**src/design/mhpq_pkg.sv**
```systemverilog
// ----------------------------------------------------------------------------
// mhpq_pkg
// Shared sizes, codes and controller/datapath interface types for the
// max-heap priority queue.
// ----------------------------------------------------------------------------
`timescale 1ns / 1ps

package mhpq_pkg;

  localparam int DATA_W = 32;
  localparam int DEPTH  = 1024;
  localparam int ADDR_W = $clog2(DEPTH);
  localparam int CNT_W  = $clog2(DEPTH + 1);
  localparam int ST_W   = 2;

  localparam logic [CNT_W-1:0] DEPTH_CNT = CNT_W'(DEPTH);

  // operation codes
  localparam logic CMD_INSERT  = 1'b0;
  localparam logic CMD_EXTRACT = 1'b1;

  // result status codes
  localparam logic [ST_W-1:0] ST_OK    = 2'd0;
  localparam logic [ST_W-1:0] ST_EMPTY = 2'd1;
  localparam logic [ST_W-1:0] ST_FULL  = 2'd2;

  // memory read position select
  localparam int RD_W = 3;
  localparam logic [RD_W-1:0] RD_ROOT   = 3'd0;
  localparam logic [RD_W-1:0] RD_LAST   = 3'd1;
  localparam logic [RD_W-1:0] RD_PARENT = 3'd2;
  localparam logic [RD_W-1:0] RD_LEFT   = 3'd3;
  localparam logic [RD_W-1:0] RD_RIGHT  = 3'd4;

  // memory write data select (address is always the current node)
  localparam int WR_W = 2;
  localparam logic [WR_W-1:0] WR_PARENT = 2'd0;
  localparam logic [WR_W-1:0] WR_CVAL   = 2'd1;
  localparam logic [WR_W-1:0] WR_VAL    = 2'd2;

  typedef struct packed {
    logic            load_in;
    logic            ins_start;
    logic            dn_start;
    logic            rd_en;
    logic [RD_W-1:0] rd_sel;
    logic            wr_en;
    logic [WR_W-1:0] wr_sel;
    logic            node_up;
    logic            node_down;
    logic            cap_top;
    logic            cap_val;
    logic            child_left;
    logic            cap_cval;
    logic            take_right;
    logic            set_st;
    logic [ST_W-1:0] st_code;
    logic            load_out;
  } ctl_t;

  typedef struct packed {
    logic full;
    logic empty;
    logic node_gt1;
    logic has_left;
    logic has_right;
    logic up_less;
    logic right_gt;
    logic down_less;
    logic count_nz;
  } stat_t;

endpackage

```
**src/design/mhpq_ctrl.sv**
```systemverilog
// ----------------------------------------------------------------------------
// mhpq_ctrl
// Sequencer for insert (sift-up) and extract (sift-down), plus the
// handshakes of both channels.
// ----------------------------------------------------------------------------
`timescale 1ns / 1ps

module mhpq_ctrl (
  input  logic            clk,
  input  logic            rst,
  input  logic            in_valid,
  output logic            in_ready,
  input  logic            cmd,
  output logic            out_valid,
  input  logic            out_ready,
  input  mhpq_pkg::stat_t st,
  output mhpq_pkg::ctl_t  ctl
);

  localparam logic [3:0] S_IDLE   = 4'd0;
  localparam logic [3:0] S_UP_RD  = 4'd1;
  localparam logic [3:0] S_UP_CMP = 4'd2;
  localparam logic [3:0] S_DN_TOP = 4'd3;
  localparam logic [3:0] S_DN_VAL = 4'd4;
  localparam logic [3:0] S_DN_CHK = 4'd5;
  localparam logic [3:0] S_DN_L   = 4'd6;
  localparam logic [3:0] S_DN_R   = 4'd7;
  localparam logic [3:0] S_DN_CMP = 4'd8;
  localparam logic [3:0] S_FINAL  = 4'd9;
  localparam logic [3:0] S_DONE   = 4'd10;

  logic [3:0] state;
  logic [3:0] state_next;
  logic       out_valid_next;

  // nothing is taken while reset is held
  assign in_ready = (state == S_IDLE) && !rst;

  always_comb begin
    ctl        = '0;
    state_next = state;
    case (state)
      S_IDLE: begin
        if (in_valid) begin
          ctl.load_in = 1'b1;
          ctl.set_st  = 1'b1;
          if (cmd == mhpq_pkg::CMD_INSERT) begin
            if (st.full) begin
              ctl.st_code = mhpq_pkg::ST_FULL;
              state_next  = S_DONE;
            end else begin
              ctl.st_code   = mhpq_pkg::ST_OK;
              ctl.ins_start = 1'b1;
              state_next    = S_UP_RD;
            end
          end else begin
            if (st.empty) begin
              ctl.st_code = mhpq_pkg::ST_EMPTY;
              state_next  = S_DONE;
            end else begin
              ctl.st_code = mhpq_pkg::ST_OK;
              ctl.rd_en   = 1'b1;
              ctl.rd_sel  = mhpq_pkg::RD_ROOT;
              state_next  = S_DN_TOP;
            end
          end
        end
      end
      S_UP_RD: begin
        if (st.node_gt1) begin
          ctl.rd_en  = 1'b1;
          ctl.rd_sel = mhpq_pkg::RD_PARENT;
          state_next = S_UP_CMP;
        end else begin
          ctl.wr_en  = 1'b1;
          ctl.wr_sel = mhpq_pkg::WR_VAL;
          state_next = S_DONE;
        end
      end
      S_UP_CMP: begin
        ctl.wr_en = 1'b1;
        if (st.up_less) begin
          // parent moves down one level, keep climbing
          ctl.wr_sel  = mhpq_pkg::WR_PARENT;
          ctl.node_up = 1'b1;
          state_next  = S_UP_RD;
        end else begin
          ctl.wr_sel = mhpq_pkg::WR_VAL;
          state_next = S_DONE;
        end
      end
      S_DN_TOP: begin
        // root data arrives; fetch the last entry before the count drops
        ctl.cap_top  = 1'b1;
        ctl.rd_en    = 1'b1;
        ctl.rd_sel   = mhpq_pkg::RD_LAST;
        ctl.dn_start = 1'b1;
        state_next   = S_DN_VAL;
      end
      S_DN_VAL: begin
        ctl.cap_val = 1'b1;
        state_next  = S_DN_CHK;
      end
      S_DN_CHK: begin
        if (st.has_left) begin
          ctl.rd_en      = 1'b1;
          ctl.rd_sel     = mhpq_pkg::RD_LEFT;
          ctl.child_left = 1'b1;
          state_next     = S_DN_L;
        end else begin
          state_next = S_FINAL;
        end
      end
      S_DN_L: begin
        ctl.cap_cval = 1'b1;
        if (st.has_right) begin
          ctl.rd_en  = 1'b1;
          ctl.rd_sel = mhpq_pkg::RD_RIGHT;
          state_next = S_DN_R;
        end else begin
          state_next = S_DN_CMP;
        end
      end
      S_DN_R: begin
        ctl.take_right = st.right_gt;
        state_next     = S_DN_CMP;
      end
      S_DN_CMP: begin
        if (st.down_less) begin
          ctl.wr_en     = 1'b1;
          ctl.wr_sel    = mhpq_pkg::WR_CVAL;
          ctl.node_down = 1'b1;
          state_next    = S_DN_CHK;
        end else begin
          state_next = S_FINAL;
        end
      end
      S_FINAL: begin
        ctl.wr_en  = st.count_nz;
        ctl.wr_sel = mhpq_pkg::WR_VAL;
        state_next = S_DONE;
      end
      S_DONE: begin
        if (!out_valid || out_ready) begin
          ctl.load_out = 1'b1;
          state_next   = S_IDLE;
        end
      end
      default: begin
        state_next = S_IDLE;
      end
    endcase
  end

  always_comb begin
    if (ctl.load_out) begin
      out_valid_next = 1'b1;
    end else if (out_ready) begin
      out_valid_next = 1'b0;
    end else begin
      out_valid_next = out_valid;
    end
  end

  always_ff @(posedge clk) begin
    if (rst) begin
      state     <= S_IDLE;
      out_valid <= 1'b0;
    end else begin
      state     <= state_next;
      out_valid <= out_valid_next;
    end
  end

endmodule

```
**config.mk**
```make
export PLATFORM = sky130hd
export DESIGN_NAME = mhpq_ctrl
export DESIGN_NICKNAME = d
export VERILOG_FILES = /design/src/design/mhpq_pkg.sv /design/src/design/mhpq_ctrl.sv
export SDC_FILE = /design/constraint.sdc
export NUM_CORES = 1
export LEC_CHECK = 0
export BUFFER_PORTS_ARGS = -buffer_cell sky130_fd_sc_hd__buf_2
export CORE_MARGIN = 2
export CORE_UTILIZATION = 39
export DETAILED_ROUTE_END_ITERATION = 12
export GPL_ROUTABILITY_DRIVEN = 0
export GPL_TIMING_DRIVEN = 0
export PLACE_DENSITY_LB_ADDON = 0.15
export RECOVER_POWER = 100
export SETUP_SLACK_MARGIN = 0.5
export SKIP_LAST_GASP = 1
export SYNTH_ARGS = -nofsm -noshare
export SYNTH_HDL_FRONTEND = slang
export SYNTH_SLANG_ARGS = --single-unit
```
**constraint.sdc**
```tcl
create_clock -name clk -period 1.46 [get_ports clk]
set_clock_uncertainty 0.1 [all_clocks]
set_input_delay 0.073 -clock clk [delete_from_list [all_inputs] [get_ports clk]]
set_output_delay 0.073 -clock clk [all_outputs]
set_load 0.02 [all_outputs]
```
==> results of run 1 <==
[Yosys cell counts (2+ instances only)]
library cell / n
sky130_fd_sc_hd__buf_4: 4
sky130_fd_sc_hd__or2_2: 2
sky130_fd_sc_hd__nor2b_1: 3
sky130_fd_sc_hd__nor3_1: 3
sky130_fd_sc_hd__buf_2: 6
sky130_fd_sc_hd__nor2_1: 14
sky130_fd_sc_hd__o21ai_0: 2
sky130_fd_sc_hd__nand2_1: 4
sky130_fd_sc_hd__and3_1: 2
sky130_fd_sc_hd__a31oi_1: 2
sky130_fd_sc_hd__and4b_1: 2
sky130_fd_sc_hd__mux2i_1: 2
sky130_fd_sc_hd__dfxtp_1: 5
sky130_fd_sc_hd__a21oi_1: 7
sky130_fd_sc_hd__nor4b_2: 2
sky130_fd_sc_hd__nand2b_1: 6
sky130_fd_sc_hd__nand3_1: 3
[cells by family after synthesis]
| logic type | share of synthesized area, % |
|---|---|
| buf+inv | 11.5 |
| flops | 15.3 |
| compound gates | 24.5 |
| simple gates | 44.0 |
| mux | 4.78 |
[through the flow]
| stage | setup WS (ns) | hold slack [ns] | TNS (ns) |
|---|---|---|---|
| after floorplan | -0.219 | 0.0347 | -0.689 |
| after detailed placement | -0.252 | 0.248 | -0.807 |
| after global placement | -0.253 | 0.245 | -0.744 |
| after CTS | -0.347 | 0.0385 | -3.78 |
[what timing repair did]
item	CTS
endpoints found under the hold margin	2
hold buffers	2
endpoints found under the setup margin	27
gates resized for setup	66
gates cloned	3
buffers inserted	21
pin swaps	11
==> load_flow_metrics.sql, run 1 <==
INSERT INTO impl_metrics (metric_group, metric, value, unit) VALUES
('die', 'std_cell_rows', '14', ''),
('synthesis', 'synth_seq_area_share', '15.3', '%'),
('place', 'numPlacedInstances', '143', ''),
('synthesis', 'yosys_register_bits', '5', ''),
('place', 'place.port_buffers', '36', ''),
('die', 'floorplan.die.height', '45.0', 'µm'),
('synthesis', 'syn-num-nets', '105', ''),
('synthesis', 'mappedNetlistArea', '654', 'µm²'),
('synthesis', 'post_synth_main_area_contributors', 'sky130_fd_sc_hd__dfxtp_1, sky130_fd_sc_hd__nor2_1, sky130_fd_sc_hd__nand2b_1, sky130_fd_sc_hd__a21oi_1, sky130_fd_sc_hd__buf_2', ''),
('synthesis', 'postSynth.asyncResetShare', '0', '%'),
('place', 'instance_area_at_placement', '976', 'µm²'),
('synthesis', 'number_of_cells_produced_by_synthesis', '91', ''),
('clocking', 'cts.path.max_buffers', '2', ''),
('synthesis', 'synth.top_cell.area_share', '15.3', '%'),
('clocking', 'cts-root-buf', 'sky130_fd_sc_hd__clkbuf_4', ''),
('status', 'haltStage', 'global routing (5_1_grt)', ''),
('place', 'dpl.hpwl', '1.47', 'mm'),
('sta', 'postGrtWorstEndpoint', 'ctl[17]', ''),
('global_route', 'pin_count_of_the_biggest_net_entering_global_routing', '11', ''),
('die', 'floorplan.initialDensity', '42.5', '%'),
('die', 'chipWidth', '45.0', 'µm'),
('synthesis', 'yosys.area.top_type', 'sky130_fd_sc_hd__dfxtp_1', ''),
('synthesis', 'yosys_most_used_dff', 'sky130_fd_sc_hd__dfxtp_1', ''),
('status', 'stop_error', '[ERROR DPL-0038] Utilization greater than 100%, impossible to legalize', ''),
('synthesis', 'yosysUniqueCellTypes', '39', ''),
('status', 'outcome', 'aborted with a tool error', ''),
('synthesis', 'postSynthAreaPerCell', '7.19', 'µm²'),
('clocking', 'clock_tree.htree_level_count', '1', ''),
('synthesis', 'number_of_enable_flip_flop_cells_after_synthesis', '0', ''),
('synthesis', 'ys.warnings.count', '0', ''),
('clocking', 'tritoncts_num_sinks', '5', ''),
('die', 'floorplan.io_pins', '37', ''),
('clocking', 'cts_inserted_buffers', '3', ''),
('sta', 'worstEpCategory', 'primary output', '');
==> run 2: changes to the inputs <==
--- a/config.mk
+++ b/config.mk
@@ -6,14 +6,13 @@
 export NUM_CORES = 1
 export LEC_CHECK = 0
 export BUFFER_PORTS_ARGS = -buffer_cell sky130_fd_sc_hd__buf_2
-export CORE_MARGIN = 2
-export CORE_UTILIZATION = 39
+export CORE_AREA = 2 2 63 65
 export DETAILED_ROUTE_END_ITERATION = 12
+export DIE_AREA = 0 0 65 67
 export GPL_ROUTABILITY_DRIVEN = 0
 export GPL_TIMING_DRIVEN = 0
 export PLACE_DENSITY_LB_ADDON = 0.15
 export RECOVER_POWER = 100
-export SETUP_SLACK_MARGIN = 0.5
 export SKIP_LAST_GASP = 1
 export SYNTH_ARGS = -nofsm -noshare
 export SYNTH_HDL_FRONTEND = slang
==> constraint.sdc (replaced) <==
create_clock -name clk -period 1.9 [get_ports clk]
set_clock_uncertainty 0.1 [all_clocks]
set_input_delay 0.095 -clock clk [delete_from_list [all_inputs] [get_ports clk]]
set_output_delay 0.095 -clock clk [all_outputs]
set_load 0.02 [all_outputs]
==> load_flow_metrics.sql, run 2 <==
INSERT INTO impl_metrics (metric_group, metric, value, unit) VALUES
('status', 'outcome', 'finished, final reports clean', ''),
('synthesis', 'number_of_enable_flip_flop_cells_after_synthesis', '0', ''),
('global_route', 'grt_usage', '10.5', '%'),
('sta', 'max_slew_margin', '75.4', '%'),
('place', 'place.port_buffers', '36', ''),
('synthesis', 'synth.top_cell.area_share', '15.3', '%'),
('critical_path', 'crit_arrival', '1.63', 'ns'),
('synthesis', 'synth_most_common_cell', 'sky130_fd_sc_hd__nor2_1', ''),
('power_and_ir_drop', 'clk_network_pwr_share', '11.0', '%'),
('synthesis', 'yosys.area.top_type', 'sky130_fd_sc_hd__dfxtp_1', ''),
('power_and_ir_drop', 'worst_vdd_drop', '0.000756', 'V'),
('clocking', 'cts.path.max_buffers', '2', ''),
('cells_and_area', 'antenna_cells_inserted', '0', ''),
('detailed_routing', 'avgRoutedWirePerCell', '12.0', 'µm'),
('global_route', 'grt_first_pass_wirelength', '3.59', 'mm'),
('detailed_routing', 'drt-total-wl', '2.24', 'mm'),
('global_route', 'grt_pass1_vias', '774', ''),
('power_and_ir_drop', 'seq_power_share', '9.8', '%'),
('cells_and_area', 'layout.cells.most_common', 'sky130_fd_sc_hd__buf_2', ''),
('synthesis', 'postSynth.asyncResetShare', '0', '%'),
('critical_path', 'crit_path_max_fanout', '7', ''),
('synthesis', 'number_of_cells_produced_by_synthesis', '91', ''),
('cells_and_area', 'most-common-layout-cells', 'sky130_fd_sc_hd__buf_2, sky130_fd_sc_hd__nor2_1, sky130_fd_sc_hd__buf_4', ''),
('synthesis', 'mappedNetlistArea', '654', 'µm²'),
('clocking', 'clk_pin_slew_worst_paths', '0.03', 'ns'),
('sta', 'slew_viol_final', '0', ''),
('detailed_routing', 'via_count_normalized_by_instance_count', '4.43', ''),
('synthesis', 'post_synth_main_area_contributors', 'sky130_fd_sc_hd__dfxtp_1, sky130_fd_sc_hd__nor2_1, sky130_fd_sc_hd__nand2b_1, sky130_fd_sc_hd__a21oi_1, sky130_fd_sc_hd__buf_2', ''),
('die', 'floorplan.io_pins', '37', ''),
('sta', 'fin_crit_sh', '96.2', '%'),
('clocking', 'tritoncts_num_sinks', '5', ''),
('synthesis', 'synth_seq_area_share', '15.3', '%'),
('cells_and_area', 'top_regs', 'state (4), out_valid (1)', ''),
('detailed_routing', 'drt_pre_antenna_iters', '4', ''),
('synthesis', 'ys.warnings.count', '0', ''),
('synthesis', 'yosys_register_bits', '5', ''),
('cells_and_area', 'largest_reg_flops', '4', ''),
('detailed_routing', 'detail_route.drc_violations', '0', ''),
('sta', 'final.min_clock_period', '1.83', 'ns'),
('clocking', 'cts_tree', 'done', ''),
('global_route', 'grt_overflow_total', '0', ''),
('global_route', 'grt_antenna_before_repair', '0', ''),
('die', 'std_cell_rows', '22', ''),
('global_route', 'globalRouteMet3Util', '3.21', '%'),
('synthesis', 'syn-num-nets', '105', ''),
('critical_path', 'setup.worst_path.start_class', 'register', ''),
('power_and_ir_drop', 'p_leak', '0.502', 'nW'),
('cells_and_area', 'finalCoreUtilization', '29.1', '%'),
('cells_and_area', 'multiInputGateArea', '499', 'µm²'),
('synthesis', 'yosysUniqueCellTypes', '39', ''),
('die', 'chipWidth', '65', 'µm'),
('sta', 'final.setup.tns', '0', 'ns'),
('global_route', 'grt.met1_usage', '14.2', '%'),
('power_and_ir_drop', 'combPwrFrac', '79.3', '%'),
('die', 'floorplan.die.height', '67', 'µm'),
('sta', 'grt_setup_unrepaired', 'true', ''),
('critical_path', 'timing.critical_path.to_type', 'primary output', ''),
('cells_and_area', 'fillerInstances', '416', ''),
('detailed_routing', 'detailroute.via_count', '824', ''),
('global_route', 'use_met2', '17.3', '%'),
('clocking', 'clock_insertion_delay_worst_skew', '0.22', 'ns'),
('global_route', 'pin_count_of_the_biggest_net_entering_global_routing', '11', ''),
('sta', 'finalSetupViolations', '0', ''),
('cells_and_area', 'num-nets-final', '153', ''),
('power_and_ir_drop', 'cellPowerDensity', '1670', 'mW/mm²'),
('cells_and_area', 'area_used_by_sequential_logic_in_the_layout', '103', 'µm²'),
('die', 'die_area', '0.00436', 'mm²'),
('cells_and_area', 'layout-drive-gt1-share', '50.0', '%'),
('sta', 'achievable-frequency', '547', 'MHz'),
('synthesis', 'postSynthAreaPerCell', '7.19', 'µm²'),
('critical_path', 'timing.setup.critical_path_class', 'register to primary output', ''),
('die', 'floorplan.initialDensity', '18.1', '%'),
('global_route', 'top_usage_layer_grt', 'met2', ''),
('detailed_routing', 'drt-initial-drc-count', '15', ''),
('power_and_ir_drop', 'switching_fraction_of_total_power', '46.7', '%'),
('power_and_ir_drop', 'power_report.internal_total', '0.000937', 'W'),
('clocking', 'cts_inserted_buffers', '3', ''),
('detailed_routing', 'ant_nets', '0', ''),
('sta', 'worst_slew_pin_slew', '0.360', 'ns'),
('critical_path', 'worst_reg2reg_path_length_in_cells', '5', ''),
('power_and_ir_drop', 'switching_power', '0.000819', 'W'),
('clocking', 'clock_tree.htree_level_count', '1', ''),
('cells_and_area', 'largest_register', 'state', ''),
('die', 'floorplan.core_area', '0.00361', 'mm²'),
('clocking', 'cts_hold_buffers', '0', ''),
('place', 'dpl.hpwl', '1.73', 'mm'),
('sta', 'finalHoldViolCount', '0', ''),
('synthesis', 'yosys_most_used_dff', 'sky130_fd_sc_hd__dfxtp_1', ''),
('min_path', 'holdPathStages', '2', ''),
('min_path', 'worst_hold_path_type', 'input pin to register', ''),
('synthesis', 'synth.cells.most_frequent', 'sky130_fd_sc_hd__nor2_1, sky130_fd_sc_hd__a21oi_1, sky130_fd_sc_hd__buf_2, sky130_fd_sc_hd__nand2b_1, sky130_fd_sc_hd__dfxtp_1', ''),
('clocking', 'cts-root-buf', 'sky130_fd_sc_hd__clkbuf_8', ''),
('run', 'maxCapViolCount', '0', ''),
('critical_path', 'timing.critical_path.required', '1.70', 'ns'),
('cells_and_area', 'layout-area-overhead-vs-synth', '60.4', '%');
run 2: worst paths after layout:
check                               start         to  slack, ns
worst min-delay path                  rst   state[2]       0.03
worst max register to register   state[0]   state[3]       0.29
worst min register to register  out_valid  out_valid       0.45
worst max-delay path             state[2]    ctl[17]       0.07
run 2: logic make-up (layout without fill, tap and decap cells):
kind of cell | Yosys count | after routing | synth area share (%)
simple gates | 48 | 48 | 44.0
compound gates | 23 | 23 | 24.5
buf+inv | 12 | 59 | 11.5
flops | 5 | 5 | 15.3
mux | 3 | 3 | 4.78
run 2: metrics by stage:
step                cells  total power (W)  cell area, µm²  hold slack, ns  setup WS, ns
floorplan              91          0.00103             654          0.0641         0.183
global placement      175          0.00133             895           0.252         0.154
detailed placement    175          0.00133             895           0.259         0.168
CTS                   179          0.00156             951          0.0299       -0.0326
global route          186          0.00189            1050          0.0383      -0.00558
finish                186          0.00176            1050          0.0257        0.0722
run 2: area by class of cell:
class / count / area share, %
Buffer: 11 / 10.0
Clock buffer: 4 / 4.29
Inverter: 1 / 0.358
Multi-Input combinational cell: 74 / 47.6
Sequential cell: 5 / 9.77
Tap cell: 48 / 5.72
Timing Repair Buffer: 43 / 22.3
run 2: per-layer routing:
metal	vias up	share of wire [%]
li1	426	-
met1	370	50
met2	28	43
met3	0	6.5
met4	0	0
met5	-	0
run 2: power groups by stage:
stage	sequential, W	combinational [W]	clock [W]
6_report	0.000172	0.00139	0.000193
3_3_place_gp	0.000167	0.00117	0
2_1_floorplan	0.000165	0.000863	0
4_1_cts	0.000166	0.00120	0.000200
3_5_place_dp	0.000168	0.00116	0
5_1_grt	0.000179	0.00150	0.000207
run 2: repair_timing:
item | CTS | global route
pin swaps | 1 | 3
setup buffers | 0 | 7
setup endpoints to repair | 2 | 5
gates resized for setup | 3 | 18
cloned | 0 | 0
hold endpoints to repair | 0 | 0
run 2: critical path, cell delays in order, from the launching register on:
cell and delay [ns]:
sky130_fd_sc_hd__dfxtp_2 0.32, sky130_fd_sc_hd__buf_6 0.13, sky130_fd_sc_hd__buf_4 0.13, sky130_fd_sc_hd__nand2b_1 0.18, sky130_fd_sc_hd__a311o_1 0.38, sky130_fd_sc_hd__o211ai_1 0.11
sky130_fd_sc_hd__buf_4 0.17
No activity file was read; power rests on OpenSTA's default activity.
